`src/hdl/prt_pkg.sv`:
```
`default_nettype none

package prt_pkg;

  localparam int unsigned SLOW_CLOCK_DIVIDE_DEFAULT = 8;

  localparam int unsigned DATA_W     = 32;
  localparam int unsigned CTRL_W     = 7;
  localparam int unsigned PRESCALE_W = 9;
  localparam int unsigned EXP_W      = 3;

  // action codes
  localparam logic [1:0] ACT_TICK  = 2'd0;
  localparam logic [1:0] ACT_READ  = 2'd1;
  localparam logic [1:0] ACT_WRITE = 2'd2;

  // register words in the window
  localparam logic [1:0] WORD_CTRL  = 2'd0;
  localparam logic [1:0] WORD_LOAD  = 2'd1;
  localparam logic [1:0] WORD_COUNT = 2'd2;

  localparam logic [2:0] ACCESS_SIZE_WORD = 3'd4;

  // control register bits
  localparam int unsigned CTRL_START_BIT  = 0;
  localparam int unsigned CTRL_RELOAD_BIT = 1;
  localparam int unsigned CTRL_EXP_LSB    = 2;

  // configuration register indexes
  localparam logic CFG_CPU_SPEED    = 1'b0;
  localparam logic CFG_IRQ_CONNECTED = 1'b1;

  typedef struct packed {
    logic [1:0]        action;
    logic [3:0]        address_offset;
    logic [2:0]        access_size;
    logic [DATA_W-1:0] write_data;
  } item_t;

  typedef struct packed {
    logic [DATA_W-1:0] read_data;
    logic              access_ok;
    logic              irq_pulse;
  } result_t;

  typedef struct packed {
    logic cpu_speed;
    logic irq_connected;
  } cfg_t;

endpackage

`default_nettype wire

```
`src/hdl/prt_stream_if.sv`:
```
`default_nettype none

interface prt_stream_if #(
  parameter type payload_t = logic
) ();
  logic     valid;
  logic     ready;
  payload_t payload;

  modport source (output valid, output payload, input ready);
  modport sink (input valid, input payload, output ready);
endinterface

`default_nettype wire

```
`src/hdl/prt_core.sv`:
```
`default_nettype none

module prt_core #(
  parameter int unsigned SLOW_CLOCK_DIVIDE = prt_pkg::SLOW_CLOCK_DIVIDE_DEFAULT
) (
  input  wire logic           clk_i,
  input  wire logic           rst_ni,
  input  wire logic           fire_i,
  input  wire prt_pkg::item_t item_i,
  input  wire prt_pkg::cfg_t  cfg_i,
  output prt_pkg::result_t    result_o
);

  localparam int unsigned DivW = $clog2(SLOW_CLOCK_DIVIDE + 1);

  logic [prt_pkg::CTRL_W-1:0]     ctrl_q, ctrl_d;
  logic [prt_pkg::DATA_W-1:0]     count_q, count_d;
  logic [prt_pkg::DATA_W-1:0]     load_q, load_d;
  logic [prt_pkg::PRESCALE_W-1:0] pre_q, pre_d;
  logic [DivW-1:0]                div_q, div_d;

  logic [DivW-1:0]                div_inc;
  logic                           div_hit;
  logic [prt_pkg::PRESCALE_W-1:0] pre_inc;
  logic [prt_pkg::PRESCALE_W-1:0] pre_limit;
  logic                           pre_hit;
  logic [prt_pkg::EXP_W-1:0]      exponent;
  logic [1:0]                     word;
  logic                           size_ok;

  assign word     = item_i.address_offset[3:2];
  assign size_ok  = (item_i.access_size == prt_pkg::ACCESS_SIZE_WORD);
  assign exponent = ctrl_q[prt_pkg::CTRL_EXP_LSB +: prt_pkg::EXP_W];

  assign div_inc   = div_q + DivW'(1);
  assign div_hit   = cfg_i.cpu_speed || (div_inc >= DivW'(SLOW_CLOCK_DIVIDE));
  assign pre_limit = prt_pkg::PRESCALE_W'(2) << exponent;
  assign pre_inc   = pre_q + prt_pkg::PRESCALE_W'(1);
  assign pre_hit   = (pre_inc >= pre_limit);

  always_comb begin
    ctrl_d   = ctrl_q;
    count_d  = count_q;
    load_d   = load_q;
    pre_d    = pre_q;
    div_d    = div_q;
    result_o = '0;

    if (item_i.action == prt_pkg::ACT_TICK) begin
      result_o.access_ok = 1'b1;
      if (ctrl_q[prt_pkg::CTRL_START_BIT]) begin
        div_d = div_hit ? '0 : div_inc;
        if (div_hit) begin
          pre_d = pre_hit ? '0 : pre_inc;
          if (pre_hit) begin
            if (count_q != '0) begin
              count_d = count_q - prt_pkg::DATA_W'(1);
            end else begin
              // expiry: reload or stop
              if (ctrl_q[prt_pkg::CTRL_RELOAD_BIT]) begin
                count_d = load_q;
              end else begin
                ctrl_d[prt_pkg::CTRL_START_BIT] = 1'b0;
              end
              result_o.irq_pulse = cfg_i.irq_connected;
            end
          end
        end
      end
    end else if ((item_i.action == prt_pkg::ACT_READ ||
                  item_i.action == prt_pkg::ACT_WRITE) && size_ok) begin
      unique case (word)
        prt_pkg::WORD_CTRL: begin
          result_o.access_ok = 1'b1;
          if (item_i.action == prt_pkg::ACT_WRITE) begin
            if (!ctrl_q[prt_pkg::CTRL_START_BIT] &&
                item_i.write_data[prt_pkg::CTRL_START_BIT]) begin
              count_d = load_q;
            end
            ctrl_d = item_i.write_data[prt_pkg::CTRL_W-1:0];
          end else begin
            result_o.read_data = prt_pkg::DATA_W'(ctrl_q);
          end
        end
        prt_pkg::WORD_LOAD: begin
          if (item_i.action == prt_pkg::ACT_WRITE) begin
            load_d             = item_i.write_data;
            result_o.access_ok = 1'b1;
          end
        end
        prt_pkg::WORD_COUNT: begin
          if (item_i.action == prt_pkg::ACT_READ) begin
            result_o.read_data = count_q;
            result_o.access_ok = 1'b1;
          end
        end
        default: begin
          result_o.access_ok = 1'b0;
        end
      endcase
    end
  end

  always_ff @(posedge clk_i or negedge rst_ni) begin
    if (!rst_ni) begin
      ctrl_q  <= '0;
      count_q <= '0;
      load_q  <= '0;
      pre_q   <= '0;
      div_q   <= '0;
    end else if (fire_i) begin
      ctrl_q  <= ctrl_d;
      count_q <= count_d;
      load_q  <= load_d;
      pre_q   <= pre_d;
      div_q   <= div_d;
    end
  end

endmodule

`default_nettype wire

```
`src/hdl/prescaled_reload_timer.sv`:
```
// an item's result is registered, shown in the cycle after its transfer
// throughput: one item per cycle; all state updates in the transfer cycle
// the result register frees as its own result is taken, so input stalls
// only while a result waits on a stalled output
// reset: asynchronous, active low; clears timer state, result valid and
// configuration (cpu speed off, interrupt connected)
`default_nettype none

module prescaled_reload_timer #(
  parameter int unsigned SLOW_CLOCK_DIVIDE = prt_pkg::SLOW_CLOCK_DIVIDE_DEFAULT
) (
  input  wire logic   clk_i,
  input  wire logic   rst_ni,
  input  wire logic   cfg_we_i,
  input  wire logic   cfg_idx_i,
  input  wire logic   cfg_data_i,
  prt_stream_if.sink   item_i,
  prt_stream_if.source result_o
);

  prt_pkg::cfg_t    cfg_q;
  prt_pkg::result_t result_d;
  prt_pkg::result_t result_q;
  logic             valid_q;
  logic             fire;

  assign item_i.ready     = !valid_q || result_o.ready;
  assign fire             = item_i.valid && item_i.ready;
  assign result_o.valid   = valid_q;
  assign result_o.payload = result_q;

  always_ff @(posedge clk_i or negedge rst_ni) begin
    if (!rst_ni) begin
      cfg_q.cpu_speed     <= 1'b0;
      cfg_q.irq_connected <= 1'b1;
    end else if (cfg_we_i) begin
      unique case (cfg_idx_i)
        prt_pkg::CFG_CPU_SPEED:     cfg_q.cpu_speed     <= cfg_data_i;
        prt_pkg::CFG_IRQ_CONNECTED: cfg_q.irq_connected <= cfg_data_i;
        default: cfg_q <= cfg_q;
      endcase
    end
  end

  prt_core #(
    .SLOW_CLOCK_DIVIDE(SLOW_CLOCK_DIVIDE)
  ) u_core (
    .clk_i   (clk_i),
    .rst_ni  (rst_ni),
    .fire_i  (fire),
    .item_i  (item_i.payload),
    .cfg_i   (cfg_q),
    .result_o(result_d)
  );

  always_ff @(posedge clk_i or negedge rst_ni) begin
    if (!rst_ni) begin
      valid_q <= 1'b0;
    end else if (fire) begin
      valid_q <= 1'b1;
    end else if (result_o.ready) begin
      valid_q <= 1'b0;
    end
  end

  always_ff @(posedge clk_i) begin
    if (fire) begin
      result_q <= result_d;
    end
  end

endmodule

`default_nettype wire
```
`src/flat_wrapper.sv`:
```
// flat-port wrapper written by rule: the top's interface ports become plain ports
module prescaled_reload_timer_flat 
#(
  parameter int unsigned SLOW_CLOCK_DIVIDE = prt_pkg::SLOW_CLOCK_DIVIDE_DEFAULT
)
  (clk_i, rst_ni, cfg_we_i, cfg_idx_i, cfg_data_i, item_i_valid, item_i_payload, item_i_ready, result_o_valid, result_o_payload, result_o_ready);
  prt_stream_if item_i_i ();
  prt_stream_if result_o_i ();
  input  wire logic clk_i;
  input  wire logic rst_ni;
  input  wire logic cfg_we_i;
  input  wire logic cfg_idx_i;
  input  wire logic cfg_data_i;
  input wire logic [$bits(item_i_i.valid)-1:0] item_i_valid;
  input wire logic [$bits(item_i_i.payload)-1:0] item_i_payload;
  output wire logic [$bits(item_i_i.ready)-1:0] item_i_ready;
  output wire logic [$bits(result_o_i.valid)-1:0] result_o_valid;
  output wire logic [$bits(result_o_i.payload)-1:0] result_o_payload;
  input wire logic [$bits(result_o_i.ready)-1:0] result_o_ready;
  assign item_i_i.valid = item_i_valid;
  assign item_i_i.payload = item_i_payload;
  assign item_i_ready = item_i_i.ready;
  assign result_o_valid = result_o_i.valid;
  assign result_o_payload = result_o_i.payload;
  assign result_o_i.ready = result_o_ready;
  prescaled_reload_timer #(.SLOW_CLOCK_DIVIDE(SLOW_CLOCK_DIVIDE)) u_core (.clk_i(clk_i), .rst_ni(rst_ni), .cfg_we_i(cfg_we_i), .cfg_idx_i(cfg_idx_i), .cfg_data_i(cfg_data_i), .item_i(item_i_i), .result_o(result_o_i));
endmodule
```
`config.mk`:
```
export PLATFORM = sky130hd
export DESIGN_NAME = prescaled_reload_timer_flat
export DESIGN_NICKNAME = d
export VERILOG_FILES = /design/src/hdl/prt_pkg.sv /design/src/hdl/prt_stream_if.sv /design/src/hdl/prt_core.sv /design/src/hdl/prescaled_reload_timer.sv /design/src/flat_wrapper.sv
export SDC_FILE = /design/constraint.sdc
export NUM_CORES = 1
export LEC_CHECK = 0
export BUFFER_PORTS_ARGS = -buffer_cell sky130_fd_sc_hd__buf_2
export CAP_MARGIN = 15
export CELL_PAD_IN_SITES_DETAIL_PLACEMENT = 1
export CELL_PAD_IN_SITES_GLOBAL_PLACEMENT = 2
export CORE_MARGIN = 10
export CORE_UTILIZATION = 42
export CTS_CLUSTER_DIAMETER = 80
export DETAILED_ROUTE_END_ITERATION = 10
export PLACE_DENSITY = 0.89
export RECOVER_POWER = 100
export SYNTH_ARGS = -nofsm -noshare
export SYNTH_HDL_FRONTEND = slang
export SYNTH_HIERARCHICAL = 1
export SYNTH_SLANG_ARGS = --single-unit
```
`constraint.sdc`:
```
create_clock -name clk_i -period 4 [get_ports clk_i]
set_input_delay 0.4 -clock clk_i [delete_from_list [all_inputs] [get_ports clk_i]]
set_output_delay 0.4 -clock clk_i [all_outputs]
set_load 0.05 [all_outputs]
```
# --- Yosys cells after proc, flatten, opt, wreduce, memory -nomap -nowiden ---
# Index checks and enable logic that the tools add are counted.
op_classes:
  add_sub_neg: 3
  order_cmp: 2
  mux: 9
  bitwise: 4
  n_reduce_logical: 12
op_table:
  columns: ["operator", "n"]
  rows:
  - ["32-bit two-way mux", 1]
  - ["32-bit nonzero test", 1]
  - ["32-bit by 1-bit subtractor with 32-bit output (second input constant)", 1]
  - ["9-bit by 1-bit adder with 9-bit output (second input constant)", 1]
  - ["9-bit by 2-bit >= comparator with 1-bit output (second input constant)", 1]
  - ["9-bit two-way mux", 1]
  - ["1-bit two-way mux", 6]
  - ["2-bit AND reduction", 3]
  - ["5-bit AND reduction", 1]
  - ["4-bit by 1-bit adder with 4-bit output (second input constant)", 1]
  - ["4-bit >= comparator (second input constant)", 1]
  - ["4-bit two-way mux", 1]
  - ["1-bit NOT", 4]
  - ["4-bit OR reduction", 1]
  - ["3-bit AND reduction", 1]
  - ["1-bit logical OR", 2]
  - ["2-bit nonzero test", 1]
  - ["1-bit logical AND", 1]
  - ["1-bit zero test", 1]
totals:
  regBits: 50
  output_inout_bits: 3

# --- Longest topological paths before layout ---
# Gate-level depths: netlist of run 1.
depth:
  depth_word: 5
  depth_mapped: 12
  ltp_nobuf: 11

# --- By module ---
# Netlist of run 1, hierarchy kept.
modules_own_cells:
  columns: ["module", "n_inst", "cells_each", "area_per_inst_um2", "seq_area_each_um2"]
  rows:
  - ["prt_core", 1, 526, 4902.2, 2102.0]
  - ["prescaled_reload_timer", 1, 12, 171.4, 106.4]

# --- Least setup slack after synthesis of run 1 ---
# No wires, ideal clock.
synth_timing:
  path_kind: "register -> register"
  from: "reg, netlist name u_core/u_core/ctrl_q[2]"
  to: "reg u_core/u_core/count_q[0] in the netlist's numbering"
  arrival_ns: 2.783
  t_required_ns: 3.913
  slack_ns: 1.130
  stages_incl_launch_ff: 11
  path_buffers: 2
  synth_period_minus_slack_ns: 2.870
  path_cell_list: "dfrtp_1 > clkbuf_1 > or3b_2 > ha_1 > o211ai_1 > a2111oi_0 > o31ai_1 > a311oi_2 > clkbuf_1 > nand3_1 > o211ai_1"
synth_lines:
  columns: ["element", "line_no", "source"]
  rows:
  - ["to (signal assigned)", "prt_core.sv:113", "count_q <= count_d;"]
  - ["to (decl)", "prt_core.sv:17", "logic [prt_pkg::DATA_W-1:0] count_q, count_d;"]

# --- Worst setup path in the final report of run 1 ---
layout_timing:
  from: "reg u_core/u_core/pre_q[0] in the netlist's numbering"
  to: "reg u_core/u_core/count_q[31] in the netlist's numbering"
layout_via:
  elab_chain_cells: 3
layout_lines:
  columns: ["element", "line_no", "source"]
  rows:
  - ["from (decl)", "prt_core.sv:19", "logic [prt_pkg::PRESCALE_W-1:0] pre_q, pre_d;"]
  - ["from (signal assigned)", "prt_core.sv:115", "pre_q <= pre_d;"]
  - ["9-bit by 1-bit adder with 9-bit output", "prt_core.sv:38", "assign pre_inc = pre_q + prt_pkg::PRESCALE_W'(1);"]
  - ["9-bit by 2-bit >= comparator with 1-bit output", "prt_core.sv:39", "assign pre_hit = (pre_inc >= pre_limit);"]
  - ["5-bit AND reduction (no line)", null, null]
# Every way passes these cells.
# A chain may end at the register's enable or synchronous reset.

==> impl_metrics.csv, run 1 <==
group,metric,value,unit
sta,setup_viol,0,
power_and_ir_drop,p_int,0.00148,W
sta,slew_viol_final,95,
critical_path,path_cells,"ha_1, and3_1, nand3_1, xnor2_1, ha_1, nand2_1, a2111oi_0, o31ai_1, a311oi_2, clkbuf_2, o21ai_0, a22o_1",
critical_path,setup.worst_path.start,"u_core/u_core/pre_q[0]",
yosys,synth_warnings,6,
power_and_ir_drop,combinationalPowerShare,26.5,%
floorplan,start_util,43.1,%
critical_path,cp-start-kind,"flop",
critical_path,cp_max_fo,25,
critical_path,slowest_delay,450,ps
outcome,violations,"max-capacitance violations, max-slew violations",
critical_path,crit_buf_inv,1,
clocking,cts_hold_buffers,0,
power_and_ir_drop,power.leakage,2.36,nW
detailed_routing,viasPerCell,5.47,
detailed_routing,wire_per_inst,16.2,µm
sta,period_share,85.0,%
critical_path,crit_family,"compound AO/OA/AOI/OAI gates",
yosys,syn_avg_cell_area,9.75,µm²
clocking,cts_tree,"done",
grt,overflow,0,
power_and_ir_drop,p_sw_share,36.0,%
yosys,netlist_instances,481,
floorplan,num_rows,38,
grt,antenna_found_initial,0,
detailed_routing,drt_first_pass_iters,4,
sta,hold_viol_final,0,
worst_hold_path,holdCritPathClass,"primary input to flop",
grt,grt_max_degree,62,
detailed_routing,num_vias,3675,
run,maxCapViolCount,1,
critical_path,crit_required,4280,ps
clocking,clk_latency,380,ps
cells_and_area,syn_to_final_growth,10.5,%
power_and_ir_drop,vdd_drop_max,0.000266,V
floorplan,die-area,15800,µm²
critical_path,crit_type,"flop to flop",
power_and_ir_drop,pwr-share-seq,48.7,%
clocking,cts_setup_buffers,0,
sta,finalCriticalPeriod,3400,ps
clocking,post_cts_resized,0,
sta,relSlewSlack,-121,%
power_and_ir_drop,cellPowerDensity,446,nW/µm²
detailed_routing,ant_nets,0,
cells_and_area,nets,549,
detailed_routing,post-route-drc-count,0,
detailed_routing,drt_iter0_drc,211,
floorplan,io_pins,11,
floorplan,die_x,126,µm
grt,track_usage,14.8,%
critical_path,critPathArrivalTime,3680,ps
sta,fin_setup_tns,0,ps
floorplan,fp.coreArea,10900,µm²
sta,rsz0062_at_grt,"no",
grt,first_global_vias,4109,
cells_and_area,diodes,0,
grt,grt_first_pass_wirelength,19700,µm
critical_path,cpMostUsedCell,"ha_1",
place,gp_congestion,0.772,
yosys,netlist_area,4690,µm²
critical_path,critPathSlowestCell,"clkbuf_2",
cells_and_area,post_route_cells_drive_above_1_share,15.4,%
clocking,cts_sinks,86,
floorplan,die_h,126,µm
sta,whs,229,ps
sta,fmax,0.294,GHz
outcome,outcome,"finished, violations left",
clocking,clkTransAtPathRegs,90,ps
clocking,numCtsBuffers,9,
power_and_ir_drop,p_sw,0.000833,W
sta,clock-skew-final,10.8,ps
worst_hold_path,worstHoldStart,"item_i_valid",
place,io_buffers,10,
clocking,cts.path.max_buffers,2,
critical_path,reg2reg_from,"u_core/u_core/pre_q[0]",
sta,tightest_slew,3310,ps
power_and_ir_drop,p_clk_share,24.8,%
clocking,root_buffer,"clkbuf_8",
detailed_routing,drt_wl_total,10900,µm
clocking,cts_max_level,3,
place,hpwl,7570,µm
critical_path,setup.worst_path.end_class,"flop",
-- flip-flops by register name (all words and copies together) (netlist names) --
signal,count
u_core/result_o.payload,1
u_core/u_core/load_q,32
u_core/u_core/count_q,32
u_core/u_core/ctrl_q,5
u_core/u_core/pre_q,9
u_core/u_core/div_q,4
u_core/cfg_q,2
u_core/result_o.valid,1
-- per-layer routing --
layer  global-route usage [%]  part of all wire, %  vias up  wire length, µm
li1                         -                    -     1804                -
met1                     18.1                   47     1836             5140
met2                     24.6                   49       22             5330
met3                     3.73                  2.4       13              257
met4                     5.35                  1.5        0              160
met5                        0                    0        -                0
-- layout make-up --
cell class              count  area, µm²
fillers                  1280       5700
multi-input cells         401       2530
flip-flops and latches     86       2160
well taps                 140        175
clock buffers              12        155
repair buffers             19        108
inverters                  10       37.5
clock inverters             4       22.5
-- stage by stage --
stage          instance area [µm²]  instances  util [%]  worst slack [ps]  total power, W
6_report                      5180        672      47.6               601         0.00231
4_1_cts                       5200        672      47.8               782         0.00235
5_1_grt                       5180        672      47.6               241         0.00249
3_3_place_gp                  5020        656      46.1               963         0.00172
2_1_floorplan                 4860        527         -              1150         0.00156
3_5_place_dp                  5020        656      46.1               824         0.00176
-- power groups by stage --
| stage | combinational (W) | clock (W) | sequential, W |
|---|---|---|---|
| 6_report | 0.000613 | 0.000573 | 0.00113 |
| 5_1_grt | 0.000706 | 0.000635 | 0.00115 |
| 4_1_cts | 0.000622 | 0.000601 | 0.00113 |
| 3_5_place_dp | 0.000616 | 0 | 0.00114 |
| 3_3_place_gp | 0.000590 | 0 | 0.00113 |
| 2_1_floorplan | 0.000452 | 0 | 0.00111 |
-- cell usage in the layout, fill, tap and decap left out, types with 7 or more instances in the layout --
cell       n
mux2_2    37
nor3_1    21
nand2_1   23
inv_1     10
a21oi_1   45
nand3_1   19
buf_4      7
conb_1    47
ha_1      14
nand4_1    7
nor2_1    36
or3_1      8
o21ai_1   18
dfrtp_1   84
clkbuf_8  11
o21ai_0   33
-- final timing paths --
| check | cells past startpoint | slack, ps | end |
|---|---|---|---|
| hold / removal | 2 | 230 | u_core/result_o.valid |
| max in group asynchronous | 2 | 880 | u_core/u_core/count_q[1] |
| setup / recovery | 12 | 600 | u_core/u_core/count_q[31] |
| min in group asynchronous | 1 | 1130 | u_core/u_core/pre_q[2] |
| setup reg to reg | 12 | 600 | u_core/u_core/count_q[31] |
| hold reg to reg | 1 | 500 | u_core/cfg_q[1] |
No activity file was read; power rests on OpenSTA's default activity.
==> run 2: changes to the inputs <==
CORE_UTILIZATION = 38   (was 42)
PLACE_DENSITY = 0.85   (was 0.89)
clock period = 2.9 ns   (was 4 ns; I/O delays follow)
==> impl_metrics.csv, run 2 (synthesis gave the netlist of run 1 again) <==
group,metric,value,unit
outcome,outcome,"finished, violations left",
outcome,violations,"max-slew violations",
clocking,cts_tree,"done",
detailed_routing,num_vias,3926,
power_and_ir_drop,vdd_drop_max,0.000260,V
grt,track_usage,14.5,%
critical_path,cp_max_fo,8,
critical_path,setup.worst_path.end_class,"flop",
critical_path,cp-start-kind,"flop",
power_and_ir_drop,power.leakage,2.64,nW
critical_path,critPathArrivalTime,3110,ps
floorplan,start_util,38.9,%
critical_path,slowest_delay,510,ps
grt,grt_first_pass_wirelength,20800,µm
clocking,numCtsBuffers,9,
critical_path,crit_type,"flop to flop",
floorplan,io_pins,11,
detailed_routing,drt_wl_total,13000,µm
grt,overflow,0,
sta,period_share,99.5,%
detailed_routing,drt_iter0_drc,152,
place,io_buffers,10,
clocking,clkTransAtPathRegs,60,ps
cells_and_area,nets,578,
cells_and_area,stdcell_area,5870,µm²
worst_hold_path,holdCritPathClass,"primary input to flop",
grt,first_global_vias,4199,
floorplan,die_h,131,µm
floorplan,fp.coreArea,12100,µm²
floorplan,num_rows,40,
sta,rsz0062_at_grt,"yes",
cells_and_area,post_route_cells_drive_above_1_share,26.9,%
sta,finalCriticalPeriod,2890,ps
critical_path,crit_required,3120,ps
critical_path,path_cells,"ha_2, and3_4, nand3_4, xnor2_4, ha_4, nand2_4, a2111oi_4, o31ai_2, a311o_2, buf_12, a21oi_4, o22ai_2",
detailed_routing,ant_nets,0,
cells_and_area,final_util,48.7,%
cells_and_area,final_common_cell,"dfrtp_1",
sta,whs,155,ps
grt,grt_max_degree,51,
place,gp_congestion,0.754,
clocking,root_buffer,"clkbuf_16",
critical_path,cp_num_cells,12,
place,post_dp_cell_area,5230,µm²
sta,fin_setup_tns,0,ps
detailed_routing,wire_per_inst,17.9,µm
worst_hold_path,hold-path-cell-count,2,
cells_and_area,reg_top3,"u_core/u_core/count_q: 32 flops, u_core/u_core/load_q: 32 flops, u_core/u_core/pre_q: 9 flops",
cells_and_area,syn_to_final_growth,25.2,%
clocking,cts_max_level,3,
critical_path,crit_buf_inv,1,
clocking,clk_latency,340,ps
clocking,cts.path.max_buffers,2,
run,maxCapViolCount,0,
sta,setup_viol,0,
sta,fmax,0.347,GHz
cells_and_area,diodes,0,
detailed_routing,post-route-drc-count,0,
sta,slew_viol_final,33,
sta,tightest_slew,1940,ps
floorplan,die-area,17200,µm²
clocking,cts_sinks,86,
cells_and_area,final_cell_mix,"dfrtp_1, conb_1, a21oi_1",
detailed_routing,drt_first_pass_iters,5,
floorplan,die_x,131,µm
critical_path,critPathSlowestCell,"a311o_2",
grt,antenna_found_initial,0,
critical_path,reg2reg_depth,12,
place,pre_cts_ws,-90.3,ps
sta,clock-skew-final,5.20,ps
clocking,cts_hold_buffers,0,
detailed_routing,viasPerCell,5.39,
sta,relSlewSlack,-29.6,%
sta,hold_viol_final,0,
critical_path,crit_family,"compound AO/OA/AOI/OAI gates",
place,hpwl,8350,µm
sta,timing.final.ws_setup,14.7,ps
power_and_ir_drop,cellPowerDensity,645,nW/µm²
-- run 2: routing by layer --
metal,vias to the layer above,GRT usage [%],wire (µm)
met4,0,5.44,177
met2,32,25.7,7010
li1,1867,-,-
met5,-,0,0
met3,14,2.29,234
met1,2013,17.1,5600
-- run 2: timing repair --
item / in CTS / in global routing
gates resized for setup: 3 / 54
pin swaps: 0 / 32
setup endpoints to repair: 36 / 38
setup buffers: 0 / 5
cloned: 0 / 4
-- run 2: path summary, 6_finish.rpt --
| check | endpoint | slack [ps] | from |
|---|---|---|---|
| worst min register to register | u_core/u_core/count_q[31] | 510 | u_core/u_core/count_q[31] |
| worst max-delay path | u_core/u_core/count_q[25] | 10 | u_core/u_core/pre_q[1] |
| worst max register to register | u_core/u_core/count_q[25] | 10 | u_core/u_core/pre_q[1] |
| min in group asynchronous | u_core/u_core/pre_q[3] | 240 | rst_ni |
| max in group asynchronous | u_core/u_core/load_q[23] | 970 | rst_ni |
| worst min-delay path | u_core/result_o.valid | 160 | item_i_valid |
-- run 2: power by group --
group          total [W]  switching [W]  internal (W)
Sequential       0.00155       0.000186       0.00137
Clock            0.00118       0.000466      0.000710
Combinational    0.00105       0.000619      0.000436
Total            0.00379        0.00127       0.00251
-- run 2: final cells by class --
cell class	instances	area [µm²]
clock buffer	12	256
clock inverter	4	45.0
fill	1360	6190
inverter	10	37.5
multi-input combinational	401	2770
sequential	86	2160
tap	168	210
timing repair buffer	48	393
-- run 2: worst reg2reg max path, stage by stage, from the launching register on --
cell and delay (ps):
dfrtp_1 350, ha_2 200, and3_4 220, nand3_4 100, xnor2_4 180, ha_4 290
nand2_4 60, a2111oi_4 310, o31ai_2 120, a311o_2 510, buf_12 200, a21oi_4 130
o22ai_2 90
-- run 2: metrics by stage --
step                power, W  cells
floorplan            0.00215    527
CTS                  0.00374    720
finish               0.00379    729
detailed placement   0.00251    704
global placement     0.00245    704
global route         0.00403    729
